--- config.mk ---
export PLATFORM = sky130hd
export DESIGN_NAME = skin_conductance_stress_index
export DESIGN_NICKNAME = d
export VERILOG_FILES = /design/src/design/scsi_pkg.sv /design/src/design/skin_conductance_stress_index.sv
export SDC_FILE = /design/constraint.sdc
export NUM_CORES = 2
export LEC_CHECK = 0
export ABC_CLOCK_PERIOD_IN_PS = 15700
export BUFFER_PORTS_ARGS = -buffer_cell sky130_fd_sc_hd__buf_2
export CAP_MARGIN = 25
export CELL_PAD_IN_SITES_DETAIL_PLACEMENT = 1
export CELL_PAD_IN_SITES_GLOBAL_PLACEMENT = 2
export CORE_UTILIZATION = 46
export CTS_BUF_LIST = sky130_fd_sc_hd__clkbuf_2
export DETAILED_ROUTE_END_ITERATION = 10
export MAX_ROUTING_LAYER = met4
export PLACE_DENSITY = 0.89
export SETUP_SLACK_MARGIN = 0.5
export SYNTH_ARGS = -nofsm -noshare
export SYNTH_HDL_FRONTEND = slang
export SYNTH_SLANG_ARGS = --single-unit
--- constraint.sdc ---
create_clock -name clk -period 15.7 [get_ports clk]
set_input_delay 1.57 -clock clk [delete_from_list [all_inputs] [get_ports clk]]
set_output_delay 1.57 -clock clk [all_outputs]
set_load 0.01 [all_outputs]
--- src/design/scsi_pkg.sv ---
`timescale 1ns / 1ps
// ----------------------------------------------------------------------------
// scsi_pkg: shared types and constants of the skin conductance stress index
// Sequencer states, action and register codes, score constants and the
// default sizes of the history, peak window, amplitude store and lookback.
// ----------------------------------------------------------------------------
package scsi_pkg;

	// default sizes
	localparam int HISTORY_DEPTH_DEF   = 60;
	localparam int PEAK_WINDOW_DEF     = 60;
	localparam int AMPLITUDE_SLOTS_DEF = 10;
	localparam int LOOKBACK_DEF        = 5;

	// configuration port
	localparam int CFG_ADDR_W = 3;
	localparam int CFG_DATA_W = 32;
	localparam int CFG_IDX_W  = 1;
	localparam logic [CFG_IDX_W-1:0] REG_PEAK_THRESHOLD = 1'b0;
	localparam logic [CFG_IDX_W-1:0] REG_MIN_INTERVAL   = 1'b1;
	localparam logic [14:0] PEAK_THRESHOLD_RST = 15'd30;
	localparam logic [15:0] MIN_INTERVAL_RST   = 16'd500;

	// input action codes
	localparam logic ACT_PROCESS = 1'b0;
	localparam logic ACT_CLEAR   = 1'b1;

	// stream widths
	localparam int IN_DATA_W  = 48;
	localparam int OUT_DATA_W = 96;

	// baseline average: floor((19*b + x) / 20)
	localparam int BASE_NUM_W = 21;
	localparam logic [BASE_NUM_W-1:0] BASE_OLD_WEIGHT = 21'd19;
	localparam logic [4:0]            BASE_DIVISOR    = 5'd20;
	localparam int BASE_DVS_W = 5;

	// phasic saturation and peak count saturation
	localparam logic [15:0] PHASIC_MAX     = 16'd32767;
	localparam logic [6:0]  PEAK_COUNT_MAX = 7'd63;
	localparam int          READY_SAMPLES  = 10;

	// score terms
	localparam logic [6:0]  SCORE_MAX  = 7'd100;
	localparam logic [5:0]  FREQ_FULL  = 6'd10;
	localparam logic [6:0]  FREQ_STEP  = 7'd10;
	localparam logic [15:0] AMP_FULL   = 16'd500;
	localparam logic [15:0] BASE_HIGH  = 16'd2000;
	localparam logic [15:0] BASE_LOW   = 16'd1000;
	localparam logic [13:0] FREQ_WEIGHT = 14'd60;
	localparam logic [13:0] AMP_WEIGHT  = 14'd30;
	localparam logic [13:0] BASE_WEIGHT = 14'd10;
	// reciprocals: x/5 = x*205 >> 10 (x <= 500), x/10 = x*205 >> 11 (x <= 1000),
	// x/100 = x*5243 >> 19 (x <= 10000)
	localparam logic [16:0] RECIP_5   = 17'd205;
	localparam logic [17:0] RECIP_10  = 18'd205;
	localparam logic [26:0] RECIP_100 = 27'd5243;

	typedef enum logic [3:0] {
		ST_IDLE,
		ST_CLEAR,
		ST_SEED,
		ST_BDIV,
		ST_EVAL,
		ST_MDIV,
		ST_MEAN,
		ST_SCORE,
		ST_WEIGH,
		ST_DONE
	} state_t;

endpackage

--- src/design/skin_conductance_stress_index.sv ---
`timescale 1ns / 1ps
// ----------------------------------------------------------------------------
// skin_conductance_stress_index: stress score from skin conductance samples
// Baseline tracking, peak detection over a lookback, peak window and
// amplitude store, and a weighted 0..100 score, under a small sequencer
// around one shared serial divider.
// ----------------------------------------------------------------------------
// One word in, one word out. A clear word or the first sample after reset or
// clear goes from acceptance through the clear or seed state to the result.
// Any other sample runs the baseline average through the serial divider (one
// quotient bit a cycle), then, when any peak amplitude is stored, the mean
// amplitude through the same divider again. s_tready is high only while the
// sequencer is idle; a finished result waits in the output register and does
// not hold off the next input word.
module skin_conductance_stress_index #(
	parameter int HISTORY_DEPTH   = scsi_pkg::HISTORY_DEPTH_DEF,
	parameter int PEAK_WINDOW     = scsi_pkg::PEAK_WINDOW_DEF,
	parameter int AMPLITUDE_SLOTS = scsi_pkg::AMPLITUDE_SLOTS_DEF,
	parameter int LOOKBACK        = scsi_pkg::LOOKBACK_DEF
) (
	input  logic                            clk,
	input  logic                            arst_n,
	// configuration
	input  logic                            psel,
	input  logic                            penable,
	input  logic                            pwrite,
	input  logic [scsi_pkg::CFG_ADDR_W-1:0] paddr,
	input  logic [scsi_pkg::CFG_DATA_W-1:0] pwdata,
	output logic [scsi_pkg::CFG_DATA_W-1:0] prdata,
	output logic                            pready,
	// input stream
	input  logic                            s_tvalid,
	output logic                            s_tready,
	// gsr_value [15:0], timestamp_ms [47:16]
	input  logic [scsi_pkg::IN_DATA_W-1:0]  s_tdata,
	// action [0]
	input  logic                            s_tuser,
	// output stream
	output logic                            m_tvalid,
	input  logic                            m_tready,
	// stress_level [6:0], tonic_level [22:7], phasic_level [37:23],
	// peak_count [43:38], mean_peak_amplitude [58:44], last_peak_stamp [90:59]
	output logic [scsi_pkg::OUT_DATA_W-1:0] m_tdata,
	// data_ready [0]
	output logic                            m_tuser
);
	import scsi_pkg::*;

	localparam int CNT_W   = $clog2(HISTORY_DEPTH + 1);
	localparam int PC_W    = $clog2(PEAK_WINDOW + 1);
	localparam int SLOT_W  = (AMPLITUDE_SLOTS > 1) ? $clog2(AMPLITUDE_SLOTS) : 1;
	localparam int ACNT_W  = $clog2(AMPLITUDE_SLOTS + 1);
	localparam int SUM_W   = 15 + ACNT_W;
	localparam int DVS_W   = (ACNT_W > BASE_DVS_W) ? ACNT_W : BASE_DVS_W;
	localparam int DIV_W   = (SUM_W > BASE_NUM_W) ? SUM_W : BASE_NUM_W;
	localparam int DCNT_W  = $clog2(DIV_W);

	// configuration registers
	logic [14:0] thr_q;
	logic [15:0] ivl_q;
	logic        cfg_wr;
	logic [CFG_IDX_W-1:0] cfg_idx;

	// sequencer
	state_t state_q, state_n;
	logic   in_acc, load_base, load_mean, div_run, out_load;

	// input word
	logic [15:0] x_q;
	logic [31:0] t_q;

	// detector state
	logic [15:0]       baseline_q;
	logic              base_valid_q;
	logic [15:0]       recent_q [LOOKBACK];
	logic [CNT_W-1:0]  scount_q;
	logic [PEAK_WINDOW-1:0] win_q;
	logic [PC_W-1:0]   pcnt_q;
	logic [14:0]       amp_q [AMPLITUDE_SLOTS];
	logic [SLOT_W-1:0] slot_q;
	logic [SUM_W-1:0]  amp_sum_q;
	logic [ACNT_W-1:0] amp_cnt_q;
	logic [31:0]       last_q;
	logic [14:0]       mean_q;

	// per-sample results
	logic [14:0] phasic_q;
	logic        ready_q;
	logic [6:0]  fs_q, as_q, bs_q;
	logic [13:0] w_q;

	// shared serial divider
	logic [DIV_W-1:0]  div_quo_q;
	logic [DVS_W-1:0]  div_rem_q, div_dvs_q;
	logic [DCNT_W-1:0] div_cnt_q;
	logic [DVS_W:0]    div_sh, div_sub;
	logic              div_ge;

	// evaluation datapath
	logic [BASE_NUM_W-1:0] base_num;
	logic [15:0]       b_new, diff;
	logic [14:0]       phasic;
	logic [31:0]       t_gap;
	logic              local_max, is_peak;
	logic [SLOT_W-1:0] slot_sel, slot_nxt;
	logic [14:0]       amp_old;
	logic [SUM_W-1:0]  amp_sum_n;
	logic [ACNT_W-1:0] amp_cnt_n;
	logic [CNT_W-1:0]  scount_n;

	// score datapath
	logic [6:0]  pc_ext;
	logic [5:0]  pc_out;
	logic [16:0] as_prod;
	logic [15:0] bs_diff;
	logic [17:0] bs_prod;
	logic [26:0] w_prod;
	logic [7:0]  w_div;

	// output register
	logic        m_tvalid_q;
	logic [6:0]  o_stress_q;
	logic [15:0] o_tonic_q;
	logic [14:0] o_phasic_q;
	logic [5:0]  o_pc_q;
	logic [14:0] o_mean_q;
	logic [31:0] o_stamp_q;
	logic        o_ready_q;

	// ---------------- configuration port ----------------
	assign pready  = 1'b1;
	assign cfg_wr  = psel && penable && pwrite && pready;
	assign cfg_idx = paddr[2 +: CFG_IDX_W];

	always_comb begin
		case (cfg_idx)
			REG_PEAK_THRESHOLD: prdata = {17'd0, thr_q};
			REG_MIN_INTERVAL:   prdata = {16'd0, ivl_q};
			default:            prdata = '0;
		endcase
	end

	always_ff @(posedge clk or negedge arst_n) begin
		if (!arst_n) begin
			thr_q <= PEAK_THRESHOLD_RST;
			ivl_q <= MIN_INTERVAL_RST;
		end else if (cfg_wr) begin
			if (cfg_idx == REG_PEAK_THRESHOLD)
				thr_q <= pwdata[14:0];
			if (cfg_idx == REG_MIN_INTERVAL)
				ivl_q <= pwdata[15:0];
		end
	end

	// ---------------- sequencer ----------------
	assign in_acc = s_tvalid && s_tready;

	always_comb begin
		state_n = state_q;
		case (state_q)
			ST_IDLE: begin
				if (in_acc) begin
					if (s_tuser == ACT_CLEAR)
						state_n = ST_CLEAR;
					else if (!base_valid_q)
						state_n = ST_SEED;
					else
						state_n = ST_BDIV;
				end
			end
			ST_CLEAR: state_n = ST_DONE;
			ST_SEED:  state_n = ST_DONE;
			ST_BDIV: begin
				if (div_cnt_q == '0)
					state_n = ST_EVAL;
			end
			ST_EVAL:  state_n = (amp_cnt_n != '0) ? ST_MDIV : ST_SCORE;
			ST_MDIV: begin
				if (div_cnt_q == '0)
					state_n = ST_MEAN;
			end
			ST_MEAN:  state_n = ST_SCORE;
			ST_SCORE: state_n = ST_WEIGH;
			ST_WEIGH: state_n = ST_DONE;
			ST_DONE: begin
				if (out_load)
					state_n = ST_IDLE;
			end
			default:  state_n = ST_IDLE;
		endcase
	end

	always_comb begin
		s_tready  = (state_q == ST_IDLE);
		load_base = (state_q == ST_IDLE) && in_acc && (s_tuser == ACT_PROCESS) && base_valid_q;
		load_mean = (state_q == ST_EVAL) && (amp_cnt_n != '0);
		div_run   = (state_q == ST_BDIV) || (state_q == ST_MDIV);
		out_load  = (state_q == ST_DONE) && (!m_tvalid_q || m_tready);
	end

	always_ff @(posedge clk or negedge arst_n) begin
		if (!arst_n)
			state_q <= ST_IDLE;
		else
			state_q <= state_n;
	end

	// ---------------- shared divider ----------------
	assign base_num = BASE_NUM_W'(baseline_q) * BASE_OLD_WEIGHT + BASE_NUM_W'(s_tdata[15:0]);
	assign div_sh   = {div_rem_q, div_quo_q[DIV_W-1]};
	assign div_ge   = div_sh >= {1'b0, div_dvs_q};
	assign div_sub  = div_sh - {1'b0, div_dvs_q};

	always_ff @(posedge clk) begin
		if (load_base) begin
			div_quo_q <= DIV_W'(base_num);
			div_dvs_q <= DVS_W'(BASE_DIVISOR);
			div_rem_q <= '0;
			div_cnt_q <= DCNT_W'(DIV_W - 1);
		end else if (load_mean) begin
			div_quo_q <= DIV_W'(amp_sum_n);
			div_dvs_q <= DVS_W'(amp_cnt_n);
			div_rem_q <= '0;
			div_cnt_q <= DCNT_W'(DIV_W - 1);
		end else if (div_run) begin
			// shift in one quotient bit
			div_rem_q <= div_ge ? div_sub[DVS_W-1:0] : div_sh[DVS_W-1:0];
			div_quo_q <= {div_quo_q[DIV_W-2:0], div_ge};
			div_cnt_q <= div_cnt_q - 1'b1;
		end
	end

	// ---------------- sample evaluation ----------------
	assign b_new = div_quo_q[15:0];
	assign diff  = (x_q > b_new) ? (x_q - b_new) : 16'd0;
	assign phasic = (diff > PHASIC_MAX) ? PHASIC_MAX[14:0] : diff[14:0];
	assign t_gap = t_q - last_q;

	always_comb begin
		local_max = 1'b1;
		for (int i = 0; i < LOOKBACK; i++) begin
			if ((CNT_W'(i) < scount_q) && (x_q <= recent_q[i]))
				local_max = 1'b0;
		end
	end

	assign is_peak  = (phasic > thr_q) && (t_gap > {16'd0, ivl_q}) && local_max;
	assign slot_sel = ({1'b0, slot_q} >= (SLOT_W + 1)'(AMPLITUDE_SLOTS)) ? '0 : slot_q;
	assign slot_nxt = (slot_sel == SLOT_W'(AMPLITUDE_SLOTS - 1)) ? '0 : slot_sel + 1'b1;
	assign amp_old  = amp_q[slot_sel];

	always_comb begin
		amp_sum_n = amp_sum_q;
		amp_cnt_n = amp_cnt_q;
		if (is_peak) begin
			// replace the oldest amplitude
			amp_sum_n = amp_sum_q - SUM_W'(amp_old) + SUM_W'(phasic);
			amp_cnt_n = amp_cnt_q + ACNT_W'(amp_old == '0);
		end
	end

	assign scount_n = (scount_q < CNT_W'(HISTORY_DEPTH)) ? scount_q + 1'b1 : scount_q;

	// ---------------- score ----------------
	assign pc_ext  = 7'(pcnt_q);
	assign pc_out  = (pc_ext > PEAK_COUNT_MAX) ? PEAK_COUNT_MAX[5:0] : pc_ext[5:0];
	assign as_prod = 17'(phasic_q[8:0]) * RECIP_5;
	assign bs_diff = baseline_q - BASE_LOW;
	assign bs_prod = 18'(bs_diff[9:0]) * RECIP_10;
	assign w_prod  = 27'(w_q) * RECIP_100;
	assign w_div   = w_prod[26:19];

	// ---------------- state update ----------------
	always_ff @(posedge clk or negedge arst_n) begin
		if (!arst_n) begin
			baseline_q   <= '0;
			base_valid_q <= 1'b0;
			for (int i = 0; i < LOOKBACK; i++)
				recent_q[i] <= '0;
			scount_q     <= '0;
			win_q        <= '0;
			pcnt_q       <= '0;
			for (int i = 0; i < AMPLITUDE_SLOTS; i++)
				amp_q[i] <= '0;
			slot_q       <= '0;
			amp_sum_q    <= '0;
			amp_cnt_q    <= '0;
			last_q       <= '0;
			mean_q       <= '0;
		end else begin
			case (state_q)
				ST_CLEAR: begin
					baseline_q   <= '0;
					base_valid_q <= 1'b0;
					for (int i = 0; i < LOOKBACK; i++)
						recent_q[i] <= '0;
					scount_q     <= '0;
					win_q        <= '0;
					pcnt_q       <= '0;
					for (int i = 0; i < AMPLITUDE_SLOTS; i++)
						amp_q[i] <= '0;
					slot_q       <= '0;
					amp_sum_q    <= '0;
					amp_cnt_q    <= '0;
					last_q       <= '0;
					mean_q       <= '0;
				end
				ST_SEED: begin
					baseline_q   <= x_q;
					base_valid_q <= 1'b1;
				end
				ST_EVAL: begin
					baseline_q <= b_new;
					scount_q   <= scount_n;
					for (int i = LOOKBACK - 1; i > 0; i--)
						recent_q[i] <= recent_q[i-1];
					recent_q[0] <= x_q;
					win_q  <= {win_q[PEAK_WINDOW-2:0], is_peak};
					pcnt_q <= pcnt_q + PC_W'(is_peak) - PC_W'(win_q[PEAK_WINDOW-1]);
					if (is_peak) begin
						last_q          <= t_q;
						amp_q[slot_sel] <= phasic;
						slot_q          <= slot_nxt;
					end
					amp_sum_q <= amp_sum_n;
					amp_cnt_q <= amp_cnt_n;
					if (amp_cnt_n == '0)
						mean_q <= '0;
				end
				ST_MEAN: mean_q <= div_quo_q[14:0];
				default: ;
			endcase
		end
	end

	// per-sample working registers
	always_ff @(posedge clk) begin
		if (in_acc) begin
			x_q <= s_tdata[15:0];
			t_q <= s_tdata[47:16];
		end
		case (state_q)
			ST_CLEAR, ST_SEED: begin
				phasic_q <= '0;
				ready_q  <= 1'b0;
				w_q      <= '0;
			end
			ST_EVAL: begin
				phasic_q <= phasic;
				ready_q  <= scount_n >= CNT_W'(READY_SAMPLES);
			end
			ST_SCORE: begin
				fs_q <= (pc_out > FREQ_FULL) ? SCORE_MAX : 7'(7'(pc_out) * FREQ_STEP);
				as_q <= (16'(phasic_q) > AMP_FULL) ? SCORE_MAX : as_prod[16:10];
				if (baseline_q > BASE_HIGH)
					bs_q <= SCORE_MAX;
				else if (baseline_q > BASE_LOW)
					bs_q <= bs_prod[17:11];
				else
					bs_q <= '0;
			end
			ST_WEIGH: begin
				w_q <= 14'(fs_q) * FREQ_WEIGHT + 14'(as_q) * AMP_WEIGHT
					+ 14'(bs_q) * BASE_WEIGHT;
			end
			default: ;
		endcase
	end

	// ---------------- output register ----------------
	always_ff @(posedge clk or negedge arst_n) begin
		if (!arst_n)
			m_tvalid_q <= 1'b0;
		else if (out_load)
			m_tvalid_q <= 1'b1;
		else if (m_tready)
			m_tvalid_q <= 1'b0;
	end

	always_ff @(posedge clk) begin
		if (out_load) begin
			o_stress_q <= ({1'b0, w_div[6:0]} > 8'(SCORE_MAX) || w_div[7]) ?
				SCORE_MAX : w_div[6:0];
			o_tonic_q  <= baseline_q;
			o_phasic_q <= phasic_q;
			o_pc_q     <= pc_out;
			o_mean_q   <= mean_q;
			o_stamp_q  <= last_q;
			o_ready_q  <= ready_q;
		end
	end

	assign m_tvalid = m_tvalid_q;
	assign m_tdata  = {5'd0, o_stamp_q, o_mean_q, o_pc_q, o_phasic_q, o_tonic_q, o_stress_q};
	assign m_tuser  = o_ready_q;

endmodule

Yosys cells after proc, flatten, opt, wreduce, memory -nomap -nowiden
Cells that the tools add are included.
Widths: inputs -> output; s select.

operators by class
  bitwise gates (word level) = 4
  magnitude comparators = 26
  muxes and demuxes = 54
  equality and inequality tests = 16
  multipliers = 8
  reduce and logical (&&, ||, !) cells = 42
  add/sub/neg operators = 15

operators with widths
  kind                    number
  $pmux 150 s2            1
  $pmux 80 s2             1
  $bwmux 150              1
  $mux 150                1
  $pmux 32 s2             2
  $pmux 60 s2             1
  $le 16x16->1            5
  $mux 15                 5
  $mux 21                 3
  $bmux 15 s4             1
  $demux 15 s4            1
  $pmux 16 s3             1
  $pmux 15 s3             1
  $pmux 19 s2             1
  $gt 32x16->1            1
  $mux 32                 1
  $mux 4                  8
  $pmux 4 s8              1
  $sub 32x32->32          1
  $pmux 15 s2             1
  $pmux 14 s2             1
  $mul 14x13->27 const B  1
  $pmux 6 s2              2
  $mul 7x4->11 const B    2
  other kinds (67)        121

storage, ports and cells
  bits in registers = 656
  logic and storage cells = 215
  output and inout bits = 132
  input bits = 91

Logic depth before layout (Yosys ltp)
  depth in word-level cells = 13
  gate-level depth with buffers = 38
  depth with buffers taken out = 35

Worst setup path before layout
No wires, ideal clock.

  path kind = reg2reg
  start point = register x_q[1]
  end point = register pcnt_q[4]
  required time = 15,562 ps
  setup slack = 9,112 ps
  period minus slack after synthesis = 6,588 ps
  library setup time = 138 ps
  stages on the path, launching flop included = 38
  data arrival time = 6,450 ps
  path buffers = 4
  cell sequence = edfxtp_1 -> ha_1 -> nor2b_1 -> o21ai_0 -> a21boi_0 -> o211ai_1 -> a21o_1 -> a31oi_1 -> a31oi_1 -> nor3_1 -> a21oi_1 -> nand2_1 -> clkbuf_1 -> clkbuf_1 -> nor2_1 -> nor2_1 -> ha_1 -> nand4_1 -> [2 not listed] -> nand4_1 -> o41ai_1 -> a211o_1 -> nor4_1 -> o2111ai_1 -> nor2_1 -> nand2_2 -> buf_4 -> buf_6 -> ha_1 -> inv_1 -> ha_1 -> fa_1 -> a21oi_1 -> nor2_1 -> nor2_1 -> xor2_1 -> o22ai_1

between the ends
  elaborated cells between the ends (all ways) = 26
  those cells by class = add/sub (3); order compare (8); mux (8); reduce/logical (7)

RTL lines
  item                                                   RTL line                              text
  start: declaration                                     skin_conductance_stress_index.sv:69   logic [15:0] x_q;
  start signal: assignment                               skin_conductance_stress_index.sv:339  x_q <= s_tdata[15:0];
  $sub 16x16->16 / $gt 16x16->1 (equally long branches)  skin_conductance_stress_index.sv:235  assign diff = (x_q > b_new) ? (x_q - b_new) : 16'd0;
  $mux 16 *                                              skin_conductance_stress_index.sv:235
  $gt 16x15->1                                           skin_conductance_stress_index.sv:236  assign phasic = (diff > PHASIC_MAX) ? PHASIC_MAX[14:0] : diff[14:0];
  $mux 15 *                                              skin_conductance_stress_index.sv:236
  net phasic[11]                                         skin_conductance_stress_index.sv:102  logic [14:0] phasic;
  $gt 15x15->1 *                                         skin_conductance_stress_index.sv:247  assign is_peak = (phasic > thr_q) && (t_gap > {16'd0, ivl_q}) && local_max;
  $logic_and 1x1->1 * (2 in series)                      skin_conductance_stress_index.sv:247
  $add 6x1->6 *                                          skin_conductance_stress_index.sv:319  pcnt_q <= pcnt_q + PC_W'(is_peak) - PC_W'(win_q[PEAK_WINDOW-1]);
  $sub 6x1->6 *                                          skin_conductance_stress_index.sv:319
  $pmux 6 s2 *                                           skin_conductance_stress_index.sv:291  case (state_q)
  end signal: assignment                                 skin_conductance_stress_index.sv:319
  end: declaration                                       skin_conductance_stress_index.sv:78   logic [PC_W-1:0] pcnt_q;

Mark *: on every way through the listed nets, which the timed path passes. The rest lies on a longest branch.
A chain may end at the register's enable or synchronous reset.

Final worst setup path
  start point = register x_q[1]
  end point = register amp_q[117] (netlist bit)

between the ends
  elaborated cells between the ends (all ways) = 28
  those cells by class = add/sub (1); order compare (8); eq/ne (1); mux (10); reduce/logical (8)

RTL lines
  item                                                   RTL line                              text
  $sub 16x16->16 / $gt 16x16->1 (equally long branches)  skin_conductance_stress_index.sv:235
  $mux 16 *                                              skin_conductance_stress_index.sv:235
  $gt 16x15->1                                           skin_conductance_stress_index.sv:236
  $mux 15 *                                              skin_conductance_stress_index.sv:236
  net phasic[1]                                          skin_conductance_stress_index.sv:102
  $gt 15x15->1 *                                         skin_conductance_stress_index.sv:247
  $logic_and 1x1->1 * (2 in series)                      skin_conductance_stress_index.sv:247
  $ne 2x2->1 (no line) *                                 --
  $reduce_and 2->1 (no line) *                           --
  end signal: indexed assignment                         skin_conductance_stress_index.sv:322  amp_q[slot_sel] <= phasic;
  end: declaration                                       skin_conductance_stress_index.sv:79   logic [14:0] amp_q [AMPLITUDE_SLOTS];

Mark *: on every way through the listed nets, which the timed path passes. The rest lies on a longest branch. The select of a mux whose other input is x is not followed.

==> results.py <==
metrics = {
    "outcome": {
        "status": "completed",
    },
    "routing": {
        "via_count": 32245,
        "wirelength_mm": 120.8,
        "dr.pass1.iters": 8,
        "post-route-drc-count": 0,
        "drtIter0Drc": 1965,
        "final_antenna_net_count": 0,
        "routedWlPerCell_um": 20.82,
        "vias_per_cell": 5.560,
    },
    "hold_path": {
        "min_from": "s_tdata[37]",
        "hold_depth": 1,
        "whs_endpoint": "t_q[21]",
        "hp-class": "input pin to flop",
    },
    "clock_network": {
        "clk_pin_slew_worst_paths_ns": 0.12,
        "post-cts-setup-buffers": 0,
        "cts_buffers": 179,
        "htree_num_levels": 4,
        "cts_buffer_depth": 3,
        "cts_sinks": 654,
        "ctsHoldBuffers": 1,
        "insertion_delay_ns": 1.48,
        "cts-root-buf": "clkbuf_2",
        "cts_tree": "yes",
        "cts_resized": 0,
    },
    "setup_path": {
        "slowest_stage": "or4_1",
        "cp-start-kind": "flop",
        "rrSetupSlack_ns": 6.92,
        "arrival_ns": 10.12,
        "r2r_cells": 26,
        "reg2reg_from": "x_q[1]",
        "crit_fanout": 79,
        "cpPeakStageDelay_ns": 0.88,
        "crit_family": "compound AO/OA/AOI/OAI gates",
        "critPathKind": "flop to flop",
        "crit_buf_inv": 2,
        "reg2reg_to": "amp_q[117]",
        "endpoint_kind": "flop",
        "required_ns": 17.04,
    },
    "grt": {
        "grt_max_degree": 166,
        "antenna_found_initial": 10,
        "track_usage": 0.2659,
        "grt_pass1_wl_mm": 191.0,
        "overflow": 0,
        "grt_pass1_vias": 34429,
    },
    "final_layout": {
        "finish.net_count": 5153,
        "drive_gt1_frac": 0.1382,
        "multi_input_area_um2": 22880,
        "synthToLayoutAreaGrowth_pct": 9.251,
        "seqCellArea_um2": 17350,
        "fillers": 10523,
    },
    "timing": {
        "tightest_slew_ns": 1.097,
        "whs_ns": 0.2748,
        "maxSlewViolCount": 0,
        "hold_violations": 0,
        "finalSetupViolCount": 0,
        "fin_setup_tns_ns": 0,
        "slew_headroom": 0.2499,
        "period_share": 0.5594,
        "fin_worst_skew_ns": 0.1407,
        "fmax_ghz": 0.1139,
        "rsz0062_at_grt": "false",
        "min_period_ns": 8.782,
    },
    "yosys": {
        "synth_ff_type": "dfrtp_1",
        "synthDistinctLibCells": 93,
        "ys_warn_count": 0,
        "synthCells": 4158,
        "ys_async_sr_fraction": 0.6560,
        "ys_seq_area_frac": 0.4028,
        "syn_avg_cell_area_um2": 10.36,
        "ys_ff_latch": 654,
        "synth_area_um2": 43090,
        "synth-edff-count": 210,
    },
    "die": {
        "initial_utilization": 0.4672,
        "die_x_um": 308.1,
        "die_area_um2": 94900,
        "die_h_um": 308.1,
        "num_rows": 111,
        "coreArea_um2": 92220,
        "ios": 223,
    },
    "place": {
        "routabilityCongestion": 0.9125,
        "dp_hpwl_mm": 88.73,
        "port_buffers": 182,
    },
    "pwr": {
        "p_int_w": 0.004769,
        "combPwrFrac": 0.601,
        "p_leak_nw": 22.62,
        "clockPowerShare": 0.147,
        "vdd_drop_max_v": 0.0003202,
        "powerDensity_nw_per_um2": 189.2,
        "swShare": 0.4645,
        "sequentialPowerShare": 0.252,
        "switchingPower_w": 0.004136,
    },
    "run": {
        "cap_violations": 0,
    },
}
## area by class of cell
cell class	instances	share of cell area
Antenna cell	6	0.0003189
Inverter	550	0.04386
Clock inverter	54	0.007043
Sequential cell	654	0.3686
Timing Repair Buffer	243	0.03168
Multi-Input combinational cell	2772	0.4860
Tap cell	1243	0.03304
Clock buffer	277	0.02945
## worst register-to-register path, delay by kind of cell (launching register included)
family	cells	cell delay (ns)
adders and majority gates	2	0.84
muxes	1	0.30
buffers and inverters	2	1.04
AOI/OAI and AO/OA	12	3.01
and+or+nand+nor	9	2.77
DFF	1	0.69
## routing by layer
| metal | wire length, um | track usage | part of all wire |
|---|---|---|---|
| met1 | 53170 | 0.3362 | 0.44 |
| met2 | 56870 | 0.4225 | 0.47 |
| met3 | 7325 | 0.05339 | 0.061 |
| met4 | 3393 | 0.09649 | 0.028 |
| met5 | 0 | - | 0 |
## placed cells by master, fill, tap and decap left out, types with 29 or more instances in the layout
cell type  instances
buf_2            181
dfrtp_1          419
nand3_1           43
a22o_1            97
clkbuf_2         277
nor2b_1           37
o22ai_1           72
nor2_1           175
mux2_2            35
nand2_1          391
nand4_1           39
o21ai_0          146
edfxtp_1         210
mux2i_1          164
xnor2_1           92
ha_1             496
a21oi_1          217
a21o_1            60
fa_1             166
clkinv_1          31
nor3_1            55
a222oi_1          46
inv_1            550
xor2_1            40
buf_4             50
o21bai_1          29
## stage by stage
stage | cells | area (um^2) | worst slack [ns] | total power (W) | utilization
after floorplan | 4178 | 43160 | 9.112 | 0.006161 | -
after global placement | 5451 | 45160 | 7.067 | 0.007430 | 0.4897
after detailed placement | 5455 | 45210 | 6.963 | 0.007695 | 0.4903
after CTS | 5787 | 46940 | 6.870 | 0.009087 | 0.5090
after global routing | 5799 | 47080 | 6.441 | 0.009923 | 0.5105
final | 5799 | 47080 | 6.918 | 0.008905 | 0.5105
## worst max-delay path by stage
stage,start,end,cells past startpoint
4_1_cts,x_q[1],amp_q[112],26
5_1_grt,x_q[1],amp_q[117],26
6_report,x_q[1],amp_q[117],26
3_5_place_dp,x_q[1],amp_q[67],26
2_1_floorplan,x_q[1],pcnt_q[4],37
3_3_place_gp,x_q[1],amp_q[58],26
## cell families (layout without fill, tap and decap cells)
family | after synthesis | after routing | synth area share
xor+xnor | 132 | 132 | 0.02683
simple gates | 879 | 879 | 0.09359
other cells | 2 | 28 | 0.0001743
fa+ha+maj | 662 | 662 | 0.2212
buf+inv | 752 | 1124 | 0.06986
compound gates | 877 | 877 | 0.1381
flops | 654 | 654 | 0.4028
mux | 200 | 200 | 0.04751
## cells in the mapped netlist, types with 72 or more instances
library cell,number,share of area
a22o_1,97,0.020
mux2i_1,164,0.038
inv_1,550,0.048
clkbuf_1,144,0.013
fa_1,166,0.077
nor2_1,181,0.016
xnor2_1,92,0.019
o21ai_0,147,0.017
dfrtp_1,419,0.24
a21oi_1,218,0.025
nand2_1,393,0.034
ha_1,496,0.14
o22ai_1,72,0.010
edfxtp_1,210,0.15
## sequential cells by signal, indices dropped and copies added, names as in the netlist, 16 cells and up
register / flops
ivl_q: 16
o_tonic_q: 16
baseline_q: 16
o_stamp_q: 32
div_quo_q: 21
win_q: 60
last_q: 32
x_q: 16
recent_q: 80
amp_sum_q: 19
t_q: 32
amp_q: 150
## power groups by stage
stage | registers [W] | clock network [W] | logic, W
finish | 0.00225 | 0.00131 | 0.00535
global route | 0.00227 | 0.00144 | 0.00621
CTS | 0.00225 | 0.00136 | 0.00547
detailed placement | 0.00228 | 0 | 0.00541
global placement | 0.00227 | 0 | 0.00516
floorplan | 0.00226 | 0 | 0.00390
No activity file was read; power rests on OpenSTA's default activity.
